File: config.mk
export PLATFORM = sky130hd
export DESIGN_NAME = deferred_request_table_flat
export DESIGN_NICKNAME = d
export VERILOG_FILES = /design/src/hdl/drt_pkg.sv /design/src/hdl/drt_req_if.sv /design/src/hdl/drt_rsp_if.sv /design/src/hdl/drt_ram.sv /design/src/hdl/drt_ctrl.sv /design/src/hdl/drt_dpath.sv /design/src/hdl/deferred_request_table.sv /design/src/flat_wrapper.sv
export SDC_FILE = /design/constraint.sdc
export NUM_CORES = 2
export LEC_CHECK = 0
export BUFFER_PORTS_ARGS = -buffer_cell sky130_fd_sc_hd__buf_2
export CAP_MARGIN = 40
export CELL_PAD_IN_SITES_DETAIL_PLACEMENT = 1
export CELL_PAD_IN_SITES_GLOBAL_PLACEMENT = 2
export CORE_ASPECT_RATIO = 1.1
export CORE_MARGIN = 3
export CORE_UTILIZATION = 51
export CTS_BUF_LIST = sky130_fd_sc_hd__clkbuf_8
export DETAILED_ROUTE_END_ITERATION = 8
export PLACE_DENSITY_LB_ADDON = 0.15
export SLEW_MARGIN = 5
export SYNTH_ARGS = -nofsm -noshare
export SYNTH_HDL_FRONTEND = slang
export SYNTH_HIERARCHICAL = 1
export SYNTH_SLANG_ARGS = --single-unit
File: constraint.sdc
create_clock -name i_clk -period 48.1 [get_ports i_clk]
set_input_delay 9.62 -clock i_clk [delete_from_list [all_inputs] [get_ports i_clk]]
set_output_delay 9.62 -clock i_clk [all_outputs]
set_load 0.005 [all_outputs]
File: src/hdl/drt_pkg.sv
`timescale 1ns / 1ps
// ----------------------------------------------------------------------------
// drt_pkg: shared definitions of the deferred request table
// Field widths, command codes, the stored entry layout and the
// controller to datapath command and status groups.
// ----------------------------------------------------------------------------
package drt_pkg;

    // Field widths
    localparam int MAC_W    = 48;
    localparam int IFACE_W  = 8;
    localparam int HANDLE_W = 16;
    localparam int TIME_W   = 32;
    localparam int HOLD_W   = 16;
    localparam int CMD_W    = 2;

    // Defaults
    localparam int ENTRIES_DEF = 16;
    localparam logic [HOLD_W-1:0] HOLD_RESET = 16'd10;

    typedef logic [CMD_W-1:0] t_cmd;

    // Command codes
    localparam t_cmd CMD_SAVE = 2'd0;
    localparam t_cmd CMD_MARK = 2'd1;
    localparam t_cmd CMD_POP  = 2'd2;
    localparam t_cmd CMD_TICK = 2'd3;

    // One stored entry
    typedef struct packed {
        logic [MAC_W-1:0]    mac;
        logic [IFACE_W-1:0]  iface;
        logic [HANDLE_W-1:0] handle;
        logic [TIME_W-1:0]   stamp;
    } t_entry;

    // Controller to datapath strobes
    typedef struct packed {
        logic load;    // latch the request beat
        logic rd_en;   // read the entry store at the scan address
        logic chk;     // evaluate the entry that the last read returned
        logic commit;  // apply the update and load the response
    } t_dp_cmd;

    // Datapath to controller status
    typedef struct packed {
        logic out_busy;  // response register holds a beat that is not taken
    } t_dp_sts;

endpackage

File: src/hdl/drt_req_if.sv
`timescale 1ns / 1ps
// ----------------------------------------------------------------------------
// drt_req_if: request channel
// Valid/ready channel that carries one table command per beat.
// ----------------------------------------------------------------------------
interface drt_req_if;
    logic                            valid;
    logic                            ready;
    drt_pkg::t_cmd                   command;
    logic [drt_pkg::MAC_W-1:0]       mac_addr;
    logic [drt_pkg::IFACE_W-1:0]     iface_id;
    logic [drt_pkg::HANDLE_W-1:0]    packet_handle;
    logic [drt_pkg::TIME_W-1:0]      now_time;

    modport source (output valid, command, mac_addr, iface_id, packet_handle, now_time,
                    input ready);
    modport sink   (input valid, command, mac_addr, iface_id, packet_handle, now_time,
                    output ready);
endinterface

File: src/hdl/drt_rsp_if.sv
`timescale 1ns / 1ps
// ----------------------------------------------------------------------------
// drt_rsp_if: response channel
// Valid/ready channel that carries one command result per beat.
// ----------------------------------------------------------------------------
interface drt_rsp_if;
    logic                            valid;
    logic                            ready;
    logic                            status;
    logic [drt_pkg::HANDLE_W-1:0]    handle_out;
    logic [drt_pkg::MAC_W-1:0]       mac_out;

    modport source (output valid, status, handle_out, mac_out, input ready);
    modport sink   (input valid, status, handle_out, mac_out, output ready);
endinterface

File: src/hdl/drt_ram.sv
`timescale 1ns / 1ps
// ----------------------------------------------------------------------------
// drt_ram: generic RAM
// One write port and one read port with registered read data.
// ----------------------------------------------------------------------------
module drt_ram #(
    parameter int WIDTH = 8,
    parameter int DEPTH = 16
) (
    input  logic                     i_clk,
    input  logic                     i_we,
    input  logic [$clog2(DEPTH)-1:0] i_waddr,
    input  logic [WIDTH-1:0]         i_wdata,
    input  logic                     i_re,
    input  logic [$clog2(DEPTH)-1:0] i_raddr,
    output logic [WIDTH-1:0]         o_rdata
);

    logic [WIDTH-1:0] r_mem [DEPTH];
    logic [WIDTH-1:0] r_rdata;

    // Write and registered read
    always_ff @(posedge i_clk) begin
        if (i_we) begin
            r_mem[i_waddr] <= i_wdata;
        end
        if (i_re) begin
            r_rdata <= r_mem[i_raddr];
        end
    end

    assign o_rdata = r_rdata;

endmodule

File: src/hdl/drt_ctrl.sv
`timescale 1ns / 1ps
// ----------------------------------------------------------------------------
// drt_ctrl: table controller
// Accepts a request beat, sweeps the scan counter over every entry and
// commits the result once the response register is free.
// ----------------------------------------------------------------------------
module drt_ctrl #(
    parameter int ENTRIES = drt_pkg::ENTRIES_DEF
) (
    input  logic                       i_clk,
    input  logic                       i_rst_n,
    input  logic                       i_in_valid,
    output logic                       o_in_ready,
    input  drt_pkg::t_dp_sts           i_sts,
    output drt_pkg::t_dp_cmd           o_cmd,
    output logic [$clog2(ENTRIES)-1:0] o_rd_addr,
    output logic [$clog2(ENTRIES)-1:0] o_chk_idx
);

    localparam int IDX_W = $clog2(ENTRIES);
    localparam int CNT_W = $clog2(ENTRIES + 1);
    localparam logic [CNT_W-1:0] CNT_LAST = CNT_W'(ENTRIES);

    localparam logic [1:0] ST_IDLE = 2'd0;
    localparam logic [1:0] ST_SCAN = 2'd1;
    localparam logic [1:0] ST_FIN  = 2'd2;

    logic [1:0]       r_state, n_state;
    logic [CNT_W-1:0] r_cnt, n_cnt;
    logic [CNT_W-1:0] w_prev;

    assign w_prev    = r_cnt - CNT_W'(1);
    assign o_rd_addr = r_cnt[IDX_W-1:0];
    assign o_chk_idx = w_prev[IDX_W-1:0];

    // Next state and strobes
    always_comb begin
        n_state    = r_state;
        n_cnt      = r_cnt;
        o_in_ready = 1'b0;
        o_cmd      = '0;
        unique case (r_state)
            ST_IDLE: begin
                o_in_ready = 1'b1;
                if (i_in_valid) begin
                    o_cmd.load = 1'b1;
                    n_cnt      = '0;
                    n_state    = ST_SCAN;
                end
            end
            ST_SCAN: begin
                // read entry cnt, check entry cnt-1 whose data is now back
                o_cmd.rd_en = (r_cnt != CNT_LAST);
                o_cmd.chk   = (r_cnt != '0);
                if (r_cnt == CNT_LAST) begin
                    n_state = ST_FIN;
                end else begin
                    n_cnt = r_cnt + CNT_W'(1);
                end
            end
            ST_FIN: begin
                if (!i_sts.out_busy) begin
                    o_cmd.commit = 1'b1;
                    n_state      = ST_IDLE;
                end
            end
            default: begin
                n_state = ST_IDLE;
            end
        endcase
    end

    // State registers
    always_ff @(posedge i_clk) begin
        if (!i_rst_n) begin
            r_state <= ST_IDLE;
            r_cnt   <= '0;
        end else begin
            r_state <= n_state;
            r_cnt   <= n_cnt;
        end
    end

    a_no_commit_busy: assert property (@(posedge i_clk) disable iff (!i_rst_n)
        !(o_cmd.commit && i_sts.out_busy))
        else $error("commit while response register is occupied");

    a_accept_starts_scan: assert property (@(posedge i_clk) disable iff (!i_rst_n)
        (i_in_valid && o_in_ready) |=> (r_state == ST_SCAN && r_cnt == '0))
        else $error("accepted beat did not start a scan at entry zero");

    a_cnt_range: assert property (@(posedge i_clk) disable iff (!i_rst_n)
        r_cnt <= CNT_LAST)
        else $error("scan counter beyond table depth");

endmodule

File: src/hdl/drt_dpath.sv
`timescale 1ns / 1ps
// ----------------------------------------------------------------------------
// drt_dpath: table datapath
// Holds live and ready bits, the entry store, the scan result registers,
// the hold time register and the response register.
// ----------------------------------------------------------------------------
module drt_dpath #(
    parameter int ENTRIES = drt_pkg::ENTRIES_DEF
) (
    input  logic                          i_clk,
    input  logic                          i_rst_n,
    input  drt_pkg::t_dp_cmd              i_cmd,
    input  logic [$clog2(ENTRIES)-1:0]    i_rd_addr,
    input  logic [$clog2(ENTRIES)-1:0]    i_chk_idx,
    output drt_pkg::t_dp_sts              o_sts,
    input  logic                          i_cfg_we,
    input  logic [drt_pkg::HOLD_W-1:0]    i_cfg_wdata,
    input  drt_pkg::t_cmd                 i_command,
    input  logic [drt_pkg::MAC_W-1:0]     i_mac_addr,
    input  logic [drt_pkg::IFACE_W-1:0]   i_iface_id,
    input  logic [drt_pkg::HANDLE_W-1:0]  i_packet_handle,
    input  logic [drt_pkg::TIME_W-1:0]    i_now_time,
    output logic                          o_out_valid,
    input  logic                          i_out_ready,
    output logic                          o_status,
    output logic [drt_pkg::HANDLE_W-1:0]  o_handle_out,
    output logic [drt_pkg::MAC_W-1:0]     o_mac_out
);

    localparam int IDX_W = $clog2(ENTRIES);

    // Latched request
    drt_pkg::t_cmd                  r_command;
    logic [drt_pkg::MAC_W-1:0]      r_mac;
    logic [drt_pkg::IFACE_W-1:0]    r_iface;
    logic [drt_pkg::HANDLE_W-1:0]   r_handle;
    logic [drt_pkg::TIME_W-1:0]     r_now;

    // Table state
    logic [ENTRIES-1:0]             r_live;
    logic [ENTRIES-1:0]             r_ready;
    logic [drt_pkg::HOLD_W-1:0]     r_hold;

    // Scan results
    logic                           r_hit;
    logic [IDX_W-1:0]               r_hit_idx;
    logic                           r_free_hit;
    logic [IDX_W-1:0]               r_free_idx;
    logic [drt_pkg::HANDLE_W-1:0]   r_pop_handle;
    logic [drt_pkg::MAC_W-1:0]      r_pop_mac;

    // Response register
    logic                           r_out_valid;
    logic                           r_out_status;
    logic [drt_pkg::HANDLE_W-1:0]   r_out_handle;
    logic [drt_pkg::MAC_W-1:0]      r_out_mac;

    drt_pkg::t_entry                w_rd_entry;
    drt_pkg::t_entry                w_wr_entry;
    logic                           w_chk_live;
    logic                           w_chk_ready;
    logic                           w_mac_eq;
    logic                           w_iface_eq;
    logic [drt_pkg::TIME_W-1:0]     w_age;
    logic                           w_aged;
    logic                           w_take_match;
    logic                           w_take_free;
    logic                           w_take_pop;
    logic [IDX_W-1:0]               w_save_idx;
    logic                           w_save_ok;
    logic                           w_wr_en;

    // Entry store
    drt_ram #(
        .WIDTH ($bits(drt_pkg::t_entry)),
        .DEPTH (ENTRIES)
    ) u_store (
        .i_clk   (i_clk),
        .i_we    (w_wr_en),
        .i_waddr (w_save_idx),
        .i_wdata (w_wr_entry),
        .i_re    (i_cmd.rd_en),
        .i_raddr (i_rd_addr),
        .o_rdata (w_rd_entry)
    );

    // Per-entry checks on the returned read data
    assign w_chk_live  = r_live[i_chk_idx];
    assign w_chk_ready = r_ready[i_chk_idx];
    assign w_mac_eq    = (w_rd_entry.mac == r_mac);
    assign w_iface_eq  = (w_rd_entry.iface == r_iface);
    assign w_age       = r_now - w_rd_entry.stamp;
    assign w_aged      = (w_age > {{(drt_pkg::TIME_W - drt_pkg::HOLD_W){1'b0}}, r_hold});

    assign w_take_match = i_cmd.chk && !r_hit && w_chk_live && w_mac_eq &&
                          (r_command == drt_pkg::CMD_SAVE || r_command == drt_pkg::CMD_MARK);
    assign w_take_free  = i_cmd.chk && !r_free_hit && !w_chk_live &&
                          (r_command == drt_pkg::CMD_SAVE);
    assign w_take_pop   = i_cmd.chk && !r_hit && w_chk_live && w_chk_ready && w_iface_eq &&
                          (r_command == drt_pkg::CMD_POP);

    // Save target: matching live entry first, else lowest free one
    assign w_save_idx = r_hit ? r_hit_idx : r_free_idx;
    assign w_save_ok  = r_hit || r_free_hit;
    assign w_wr_en    = i_cmd.commit && (r_command == drt_pkg::CMD_SAVE) && w_save_ok;

    assign w_wr_entry.mac    = r_mac;
    assign w_wr_entry.iface  = r_iface;
    assign w_wr_entry.handle = r_handle;
    assign w_wr_entry.stamp  = r_now;

    assign o_sts.out_busy = r_out_valid && !i_out_ready;

    // Control state: live and ready bits, scan flags, hold time, response valid
    always_ff @(posedge i_clk) begin
        if (!i_rst_n) begin
            r_live      <= '0;
            r_ready     <= '0;
            r_hit       <= 1'b0;
            r_free_hit  <= 1'b0;
            r_hold      <= drt_pkg::HOLD_RESET;
            r_out_valid <= 1'b0;
        end else begin
            if (i_cfg_we) begin
                r_hold <= i_cfg_wdata;
            end
            if (i_cmd.load) begin
                r_hit      <= 1'b0;
                r_free_hit <= 1'b0;
            end
            if (w_take_match || w_take_pop) begin
                r_hit <= 1'b1;
            end
            if (w_take_free) begin
                r_free_hit <= 1'b1;
            end
            // drop aged entries during the tick sweep
            if (i_cmd.chk && r_command == drt_pkg::CMD_TICK && w_chk_live && w_aged) begin
                r_live[i_chk_idx] <= 1'b0;
            end
            // load a new response beat, else drop the one just taken
            if (i_cmd.commit) begin
                r_out_valid <= 1'b1;
            end else if (o_out_valid && i_out_ready) begin
                r_out_valid <= 1'b0;
            end
            if (i_cmd.commit) begin
                unique case (r_command)
                    drt_pkg::CMD_SAVE: begin
                        if (w_save_ok) begin
                            r_live[w_save_idx] <= 1'b1;
                            if (!r_hit) begin
                                r_ready[w_save_idx] <= 1'b0;
                            end
                        end
                    end
                    drt_pkg::CMD_MARK: begin
                        if (r_hit) begin
                            r_ready[r_hit_idx] <= 1'b1;
                        end
                    end
                    drt_pkg::CMD_POP: begin
                        if (r_hit) begin
                            r_live[r_hit_idx] <= 1'b0;
                        end
                    end
                    drt_pkg::CMD_TICK: begin
                    end
                    default: begin
                    end
                endcase
            end
        end
    end

    // Payload: request latch, scan captures, response fields
    always_ff @(posedge i_clk) begin
        if (i_cmd.load) begin
            r_command <= i_command;
            r_mac     <= i_mac_addr;
            r_iface   <= i_iface_id;
            r_handle  <= i_packet_handle;
            r_now     <= i_now_time;
        end
        if (w_take_match || w_take_pop) begin
            r_hit_idx <= i_chk_idx;
        end
        if (w_take_free) begin
            r_free_idx <= i_chk_idx;
        end
        if (w_take_pop) begin
            r_pop_handle <= w_rd_entry.handle;
            r_pop_mac    <= w_rd_entry.mac;
        end
        if (i_cmd.commit) begin
            // only a successful pop returns a handle and an address
            if (r_command == drt_pkg::CMD_POP && r_hit) begin
                r_out_handle <= r_pop_handle;
                r_out_mac    <= r_pop_mac;
            end else begin
                r_out_handle <= '0;
                r_out_mac    <= '0;
            end
            unique case (r_command)
                drt_pkg::CMD_SAVE: r_out_status <= !w_save_ok;
                drt_pkg::CMD_MARK: r_out_status <= !r_hit;
                drt_pkg::CMD_POP:  r_out_status <= !r_hit;
                drt_pkg::CMD_TICK: r_out_status <= 1'b0;
                default: r_out_status <= 1'b0;
            endcase
        end
    end

    assign o_out_valid  = r_out_valid;
    assign o_status     = r_out_status;
    assign o_handle_out = r_out_handle;
    assign o_mac_out    = r_out_mac;

    a_commit_loads_rsp: assert property (@(posedge i_clk) disable iff (!i_rst_n)
        i_cmd.commit |=> r_out_valid)
        else $error("commit did not load the response register");

    a_miss_clean: assert property (@(posedge i_clk) disable iff (!i_rst_n)
        (r_out_valid && r_out_status) |-> (r_out_handle == '0 && r_out_mac == '0))
        else $error("failed command returned a nonzero handle or address");

    a_store_write_on_save: assert property (@(posedge i_clk) disable iff (!i_rst_n)
        w_wr_en |=> r_live[$past(w_save_idx)])
        else $error("saved entry is not live after commit");

endmodule

File: src/hdl/deferred_request_table.sv
`timescale 1ns / 1ps
// A request is latched, every entry is scanned, and the result is committed to
// the response register; the next request is accepted only after that commit.
// The scan reads the entry store once per entry through its single read port.
// A new request is taken while the previous response still waits to be taken.
// Reset (synchronous, active low) clears every live and ready bit and sets the
// hold time to 10; the entry store is not cleared and needs no clearing pass.
// ----------------------------------------------------------------------------
// deferred_request_table: table of deferred client requests
// Save, mark ready, pop by interface and age out entries keyed by a
// 48-bit hardware address.
// ----------------------------------------------------------------------------
module deferred_request_table #(
    parameter int ENTRIES = drt_pkg::ENTRIES_DEF
) (
    input  logic                        i_clk,
    input  logic                        i_rst_n,
    drt_req_if.sink                     i_req,
    drt_rsp_if.source                   o_rsp,
    input  logic                        i_cfg_we,
    input  logic [drt_pkg::HOLD_W-1:0]  i_cfg_wdata
);

    localparam int IDX_W = $clog2(ENTRIES);

    drt_pkg::t_dp_cmd  w_cmd;
    drt_pkg::t_dp_sts  w_sts;
    logic [IDX_W-1:0]  w_rd_addr;
    logic [IDX_W-1:0]  w_chk_idx;

    // Sequencer
    drt_ctrl #(
        .ENTRIES (ENTRIES)
    ) u_ctrl (
        .i_clk      (i_clk),
        .i_rst_n    (i_rst_n),
        .i_in_valid (i_req.valid),
        .o_in_ready (i_req.ready),
        .i_sts      (w_sts),
        .o_cmd      (w_cmd),
        .o_rd_addr  (w_rd_addr),
        .o_chk_idx  (w_chk_idx)
    );

    // Table state and response register
    drt_dpath #(
        .ENTRIES (ENTRIES)
    ) u_dpath (
        .i_clk           (i_clk),
        .i_rst_n         (i_rst_n),
        .i_cmd           (w_cmd),
        .i_rd_addr       (w_rd_addr),
        .i_chk_idx       (w_chk_idx),
        .o_sts           (w_sts),
        .i_cfg_we        (i_cfg_we),
        .i_cfg_wdata     (i_cfg_wdata),
        .i_command       (i_req.command),
        .i_mac_addr      (i_req.mac_addr),
        .i_iface_id      (i_req.iface_id),
        .i_packet_handle (i_req.packet_handle),
        .i_now_time      (i_req.now_time),
        .o_out_valid     (o_rsp.valid),
        .i_out_ready     (o_rsp.ready),
        .o_status        (o_rsp.status),
        .o_handle_out    (o_rsp.handle_out),
        .o_mac_out       (o_rsp.mac_out)
    );

endmodule

File: src/flat_wrapper.sv
// flat-port wrapper written by rule: the top's interface ports become plain ports
module deferred_request_table_flat 
#(
    parameter int ENTRIES = drt_pkg::ENTRIES_DEF
)
  (i_clk, i_rst_n, i_cfg_we, i_cfg_wdata, i_req_valid, i_req_command, i_req_mac_addr, i_req_iface_id, i_req_packet_handle, i_req_now_time, i_req_ready, o_rsp_valid, o_rsp_status, o_rsp_handle_out, o_rsp_mac_out, o_rsp_ready);
  drt_req_if i_req_i ();
  drt_rsp_if o_rsp_i ();
  input  logic i_clk;
  input  logic i_rst_n;
  input  logic i_cfg_we;
  input  logic [drt_pkg::HOLD_W-1:0] i_cfg_wdata;
  input wire logic [$bits(i_req_i.valid)-1:0] i_req_valid;
  input wire logic [$bits(i_req_i.command)-1:0] i_req_command;
  input wire logic [$bits(i_req_i.mac_addr)-1:0] i_req_mac_addr;
  input wire logic [$bits(i_req_i.iface_id)-1:0] i_req_iface_id;
  input wire logic [$bits(i_req_i.packet_handle)-1:0] i_req_packet_handle;
  input wire logic [$bits(i_req_i.now_time)-1:0] i_req_now_time;
  output wire logic [$bits(i_req_i.ready)-1:0] i_req_ready;
  output wire logic [$bits(o_rsp_i.valid)-1:0] o_rsp_valid;
  output wire logic [$bits(o_rsp_i.status)-1:0] o_rsp_status;
  output wire logic [$bits(o_rsp_i.handle_out)-1:0] o_rsp_handle_out;
  output wire logic [$bits(o_rsp_i.mac_out)-1:0] o_rsp_mac_out;
  input wire logic [$bits(o_rsp_i.ready)-1:0] o_rsp_ready;
  assign i_req_i.valid = i_req_valid;
  assign i_req_i.command = i_req_command;
  assign i_req_i.mac_addr = i_req_mac_addr;
  assign i_req_i.iface_id = i_req_iface_id;
  assign i_req_i.packet_handle = i_req_packet_handle;
  assign i_req_i.now_time = i_req_now_time;
  assign i_req_ready = i_req_i.ready;
  assign o_rsp_valid = o_rsp_i.valid;
  assign o_rsp_status = o_rsp_i.status;
  assign o_rsp_handle_out = o_rsp_i.handle_out;
  assign o_rsp_mac_out = o_rsp_i.mac_out;
  assign o_rsp_i.ready = o_rsp_ready;
  deferred_request_table #(.ENTRIES(ENTRIES)) u_core (.i_clk(i_clk), .i_rst_n(i_rst_n), .i_req(i_req_i), .o_rsp(o_rsp_i), .i_cfg_we(i_cfg_we), .i_cfg_wdata(i_cfg_wdata));
endmodule
Yosys cells after proc, flatten, opt, wreduce, memory -nomap -nowiden
Memory sizes are Yosys's and may differ from the RTL's. A register that Yosys moved wholly into a read port is not among the register bits.
Cells that the tools add are included.
{"block": "classes", "add_sub_neg": 3, "n_mul": 0, "div_mod_pow": 0, "order_cmp": 7, "n_eq_ne": 16, "shifts": 0, "muxes": 42, "bitwise": 8, "reduce_logical": 41}
{"cell": "$mux 16", "n": 8}
{"cell": "$pmux 16 s2", "n": 2}
{"cell": "$and 16x16->16", "n": 3}
{"cell": "$eq 48x48->1", "n": 1}
{"cell": "$not 16->16", "n": 3}
{"cell": "$gt 32x16->1", "n": 1}
{"cell": "$or 16x16->16", "n": 2}
{"cell": "$sub 32x32->32", "n": 1}
{"cell": "$logic_and 1x1->1", "n": 21}
{"cell": "$mux 1", "n": 17}
{"cell": "$lt 4x5->1 const B", "n": 3}
{"cell": "$ne 2x2->1 const B", "n": 7}
{"cell": "$demux 1 s4", "n": 3}
{"cell": "$ge 4x1->1 const B", "n": 3}
{"cell": "$mux 5", "n": 2}
{"cell": "$pmux 5 s2", "n": 1}
{"cell": "$reduce_bool 2->1", "n": 5}
{"cell": "$bmux 1 s4", "n": 2}
{"cell": "$eq 8x8->1", "n": 1}
{"cell": "$mux 2", "n": 4}
{"cell": "$eq 2x2->1 const B", "n": 3}
{"cell": "$pmux 2 s3", "n": 1}
{"cell": "$reduce_and 3->1", "n": 2}
{"cell": "$add 5x1->5 const B", "n": 1}
{"cell": "other kinds (12)", "n": 20}
{"block": "totals", "register_bits": 301, "latchBits": 0, "mem_bits_rw": 1664, "rom_bits": 0, "input_bits": 127, "output_inout_bits": 67, "elab_cells": 138, "n_memories": 1}
{"name": "u_core.u_dpath.u_store.r_mem", "words": 16, "width": 104, "read_ports": 1, "rd_ports_with_merged_regs": 1, "write_ports": 1, "line_no": "drt_ram.sv:19", "rtl": "logic [WIDTH-1:0] r_mem [DEPTH];"}

Depth between registers and ports, before layout
{"block": "depth", "word_depth": 13, "ltp_mapped": 23, "depth_no_buf": 22}

By module
The synthesis kept the hierarchy.
{"module": "drt_ram", "instances": 1, "cells_each": 2662, "area_per_inst_um2": 65306.4, "seq_area_each_um2": 53090.9}
{"module": "drt_dpath", "instances": 1, "cells_each": 1091, "area_per_inst_um2": 13519.2, "seq_area_each_um2": 8318.0}
{"module": "drt_ctrl", "instances": 1, "cells_each": 52, "area_per_inst_um2": 501.7, "seq_area_each_um2": 140.1}

Worst setup path after synthesis
Ideal clock, no wire load.
{"block": "synth_timing", "path_type": "input port to flip-flop", "start": "in o_rsp_ready", "end": "mem u_core/u_dpath/u_store/r_mem[0][0] in the netlist's numbering (enable)", "setup_ns": 0.694, "arrival_time_ns": 22.970, "required_ns": 47.406, "setup_slack_ns": 24.436, "stages": 6, "n_path_buf": 0, "cell_sequence": "nor2b_1 -> nor3b_1 -> nand2_1 -> nor2_1 -> or3b_2 -> nor3_1"}
{"item": "start: declaration", "line_no": "flat_wrapper.sv:24", "rtl": "input wire logic [$bits(o_rsp_i.ready)-1:0] o_rsp_ready;"}
{"item": "end: declaration", "line_no": "drt_ram.sv:19"}

==> results.json <==
{
  "rr_worst_depth": 19,
  "synthTopCellsByArea": "edfxtp_1 76%, mux4_2 12%, a22oi_1 2.0%",
  "worst_ep_required_time_ps": 48760,
  "fill_cells": 13350,
  "vias_per_cell": 6.10,
  "instances_no_fill": 6571,
  "clock_path_buffers": 4,
  "crit_arrival_ps": 12970,
  "setup_viol": 0,
  "routed_wl_um": 200000,
  "critical_path_peak_fanout": 50,
  "hold_depth": 0,
  "num_vias": 40091,
  "initial_utilization_pct": 51.5,
  "track_usage_pct": 25.3,
  "dp.cells": 5984,
  "criticalPathCategory": "primary input to flop",
  "syn2layout_area_growth_pct": 12.8,
  "drv_slew": 0,
  "clockRootBuffer": "clkbuf_8",
  "cts_buffers": 344,
  "ctsHtreeMaxLevel": 5,
  "synthArstFlopShare_pct": 0,
  "min_path_type": "flop to flop",
  "core-area_um2": 154000,
  "ys_ff_latch": 2069,
  "ioPinCount": 194,
  "status": "finished, final reports clean",
  "dpl.hpwl_um": 120000,
  "ant_nets": 0,
  "ys_seq_area_share_pct": 77.6,
  "layout_commonest_cell": "edfxtp_1",
  "portBuffers": 193,
  "setup_slack_ps": 35790,
  "die_w_um": 382,
  "ys_types": 74,
  "synth_ff_type": "edfxtp_1",
  "fin_crit_ps": 12310,
  "row_count": 151,
  "max_freq_mhz": 81.2,
  "fp.dieArea_um2": 160000,
  "cts_hold_buf": 0,
  "slew_headroom_pct": 35.7,
  "clkLatencyLatePin_ps": 1040,
  "total_power_mw": 3.60,
  "synth_edf_count": 2011,
  "cts_setup_buffers": 0,
  "drt_iter0_drc": 4034,
  "cts_sinks": 2069,
  "synth_cells": 3805,
  "drtPass1Iterations": 5,
  "nNetsFinal": 4451,
  "wl_per_cell_um": 30.5,
  "synth_top_area_share_pct": 76.1,
  "syn_area_per_cell_um2": 20.8,
  "period_share_pct": 25.6,
  "grt_max_degree": 137,
  "cts-resized-gates": 0,
  "start_kind": "primary input",
  "setup-tns-final_ps": 0,
  "path_clk_slew_ps": 60,
  "grt_setup_unrepaired": "false",
  "cts_tree": "done",
  "fin_skew_ps": 53.5,
  "tightest_slew_ps": 964,
  "fp.dieH_um": 420,
  "gp_congestion": 0.799,
  "pre_cts_slack_ps": 34760,
  "yosysTopAreaCell": "edfxtp_1",
  "drive_above_1_share_pct": 26.3,
  "yosysWarnings": 6,
  "p_per_area_nw_per_um2": 40.2,
  "syn_area_um2": 79300,
  "p_leak_nw": 29.1,
  "grt_pass1_vias": 42750,
  "ir_drop_v": 0.0000333,
  "mostFrequentLayoutCells": "2011 x edfxtp_1, 426 x mux4_2, 348 x clkbuf_8, 208 x a22oi_1, 193 x buf_2",
  "finalHoldViolCount": 0,
  "drc_errors": 0,
  "grt_antenna_before_repair": 11,
  "synth_nets": 3987,
  "grt_pass1_wl_um": 293000,
  "critPathCaptureType": "flop",
  "overflow": 0,
  "cap_viol_max_count": 0
}
[path summary, 6_finish.rpt]
check | slack [ps] | endpoint | startpoint
worst max register to register | 42060 | u_core/u_dpath/r_live[13]$_SDFF_PN0_ | u_core/u_dpath/r_now[0]$_DFFE_PP_
worst min register to register | 380 | u_core/u_dpath/r_pop_handle[14]$_DFFE_PP_ | u_core/u_dpath/u_store/o_rdata[46]$_DFFE_PP_
worst max-delay path | 35790 | u_core/u_dpath/u_store/r_mem[0][44]$_DFFE_PP_ | o_rsp_ready
worst min-delay path | 380 | u_core/u_dpath/r_pop_handle[14]$_DFFE_PP_ | u_core/u_dpath/u_store/o_rdata[46]$_DFFE_PP_
[cell type report]
class	instances	area (µm²)	area share, %
Clock inverter	233	1130	1.26
Sequential cell	2069	61600	68.8
Tap cell	2065	2580	2.89
Multi-Input combinational cell	1479	16700	18.6
Timing Repair Buffer	302	2440	2.73
Inverter	73	284	0.317
Antenna cell	2	5.00	0.00559
Clock buffer	348	4790	5.35
[where the power goes]
group / internal, mW / leakage (nW) / total [mW] / switching [mW]
Combinational: 0.0812 / 6.90 / 0.186 / 0.105
Sequential: 2.00 / 18.8 / 2.04 / 0.0352
Clock: 0.702 / 3.38 / 1.38 / 0.675
Total: 2.78 / 29.1 / 3.60 / 0.815
[registers in the layout, indices dropped and copies added, names as in the netlist, 2 cells and up]
signal / flops
u_core/u_ctrl/r_cnt: 5
u_core/u_ctrl/r_state: 2
u_core/u_dpath/o_handle_out: 16
u_core/u_dpath/o_mac_out: 48
u_core/u_dpath/r_command: 2
u_core/u_dpath/r_free_idx: 4
u_core/u_dpath/r_handle: 16
u_core/u_dpath/r_hit_idx: 4
u_core/u_dpath/r_hold: 16
u_core/u_dpath/r_iface: 8
u_core/u_dpath/r_live: 16
u_core/u_dpath/r_mac: 48
u_core/u_dpath/r_now: 32
u_core/u_dpath/r_pop_handle: 16
u_core/u_dpath/r_pop_mac: 48
u_core/u_dpath/r_ready: 16
u_core/u_dpath/u_store/o_rdata: 104
u_core/u_dpath/u_store/r_mem: 1664
[synthesized netlist by cell type (9+ instances only)]
cell         n
and3_1      67
o221ai_1    19
nand2_1    165
o211ai_1    11
o21ai_0     31
edfxtp_1  2011
nand2b_1    18
buf_2       39
clkbuf_1    94
mux2i_1     18
buf_6       27
mux4_2     426
nand4_1     22
nor3_1      19
dfxtp_1     58
xnor2_1     39
nor4_1      22
nand3_1     21
a21o_1      10
nor2_1     102
a211oi_1    12
a21oi_1     64
ha_1        54
xor2_1      36
o21a_1       9
a22oi_1    208
buf_1       16
inv_1       73
[routing by layer]
layer,vias up,wire (µm),GRT usage (%),part of all wire (%)
li1,16755,-,-,-
met1,21424,83400,35.2,42
met2,1582,97600,40.6,49
met3,326,14200,5.45,7.1
met4,4,4960,7.59,2.5
met5,-,20,0,0.010
[worst max-delay path, stage by stage]
cell	delay, ps
buf_2	80
nor2b_1	60
nor3b_2	230
nand2_1	100
nor2_1	410
buf_4	270
or3b_2	580
nor3_2	160
buf_4	710
buf_4	350
buf_16	300
[cell families (layout without fill, tap and decap cells)]
kind of cell | Yosys count | after routing | share of synthesized area [%]
DFF | 2069 | 2069 | 77.6
muxes | 447 | 447 | 12.4
adders and majority gates | 55 | 55 | 0.877
xor gates and xnor gates | 75 | 75 | 0.828
buffers and inverters | 257 | 956 | 1.57
other | 0 | 2 | 0
and+or+nand+nor | 484 | 484 | 2.99
AOI/OAI and AO/OA | 418 | 418 | 3.77
[per-stage QoR]
| stage | instance area [µm²] | util (%) | hold WS [ps] |
|---|---|---|---|
| after floorplan | 79300 | - | 400 |
| after global placement | 82700 | 53.6 | 404 |
| after detailed placement | 83500 | 54.1 | 406 |
| after CTS | 89400 | 58.0 | 374 |
| after global routing | 89500 | 58.0 | 395 |
| final | 89500 | 58.0 | 378 |
Note: power is estimated with default switching activity, not from simulation.
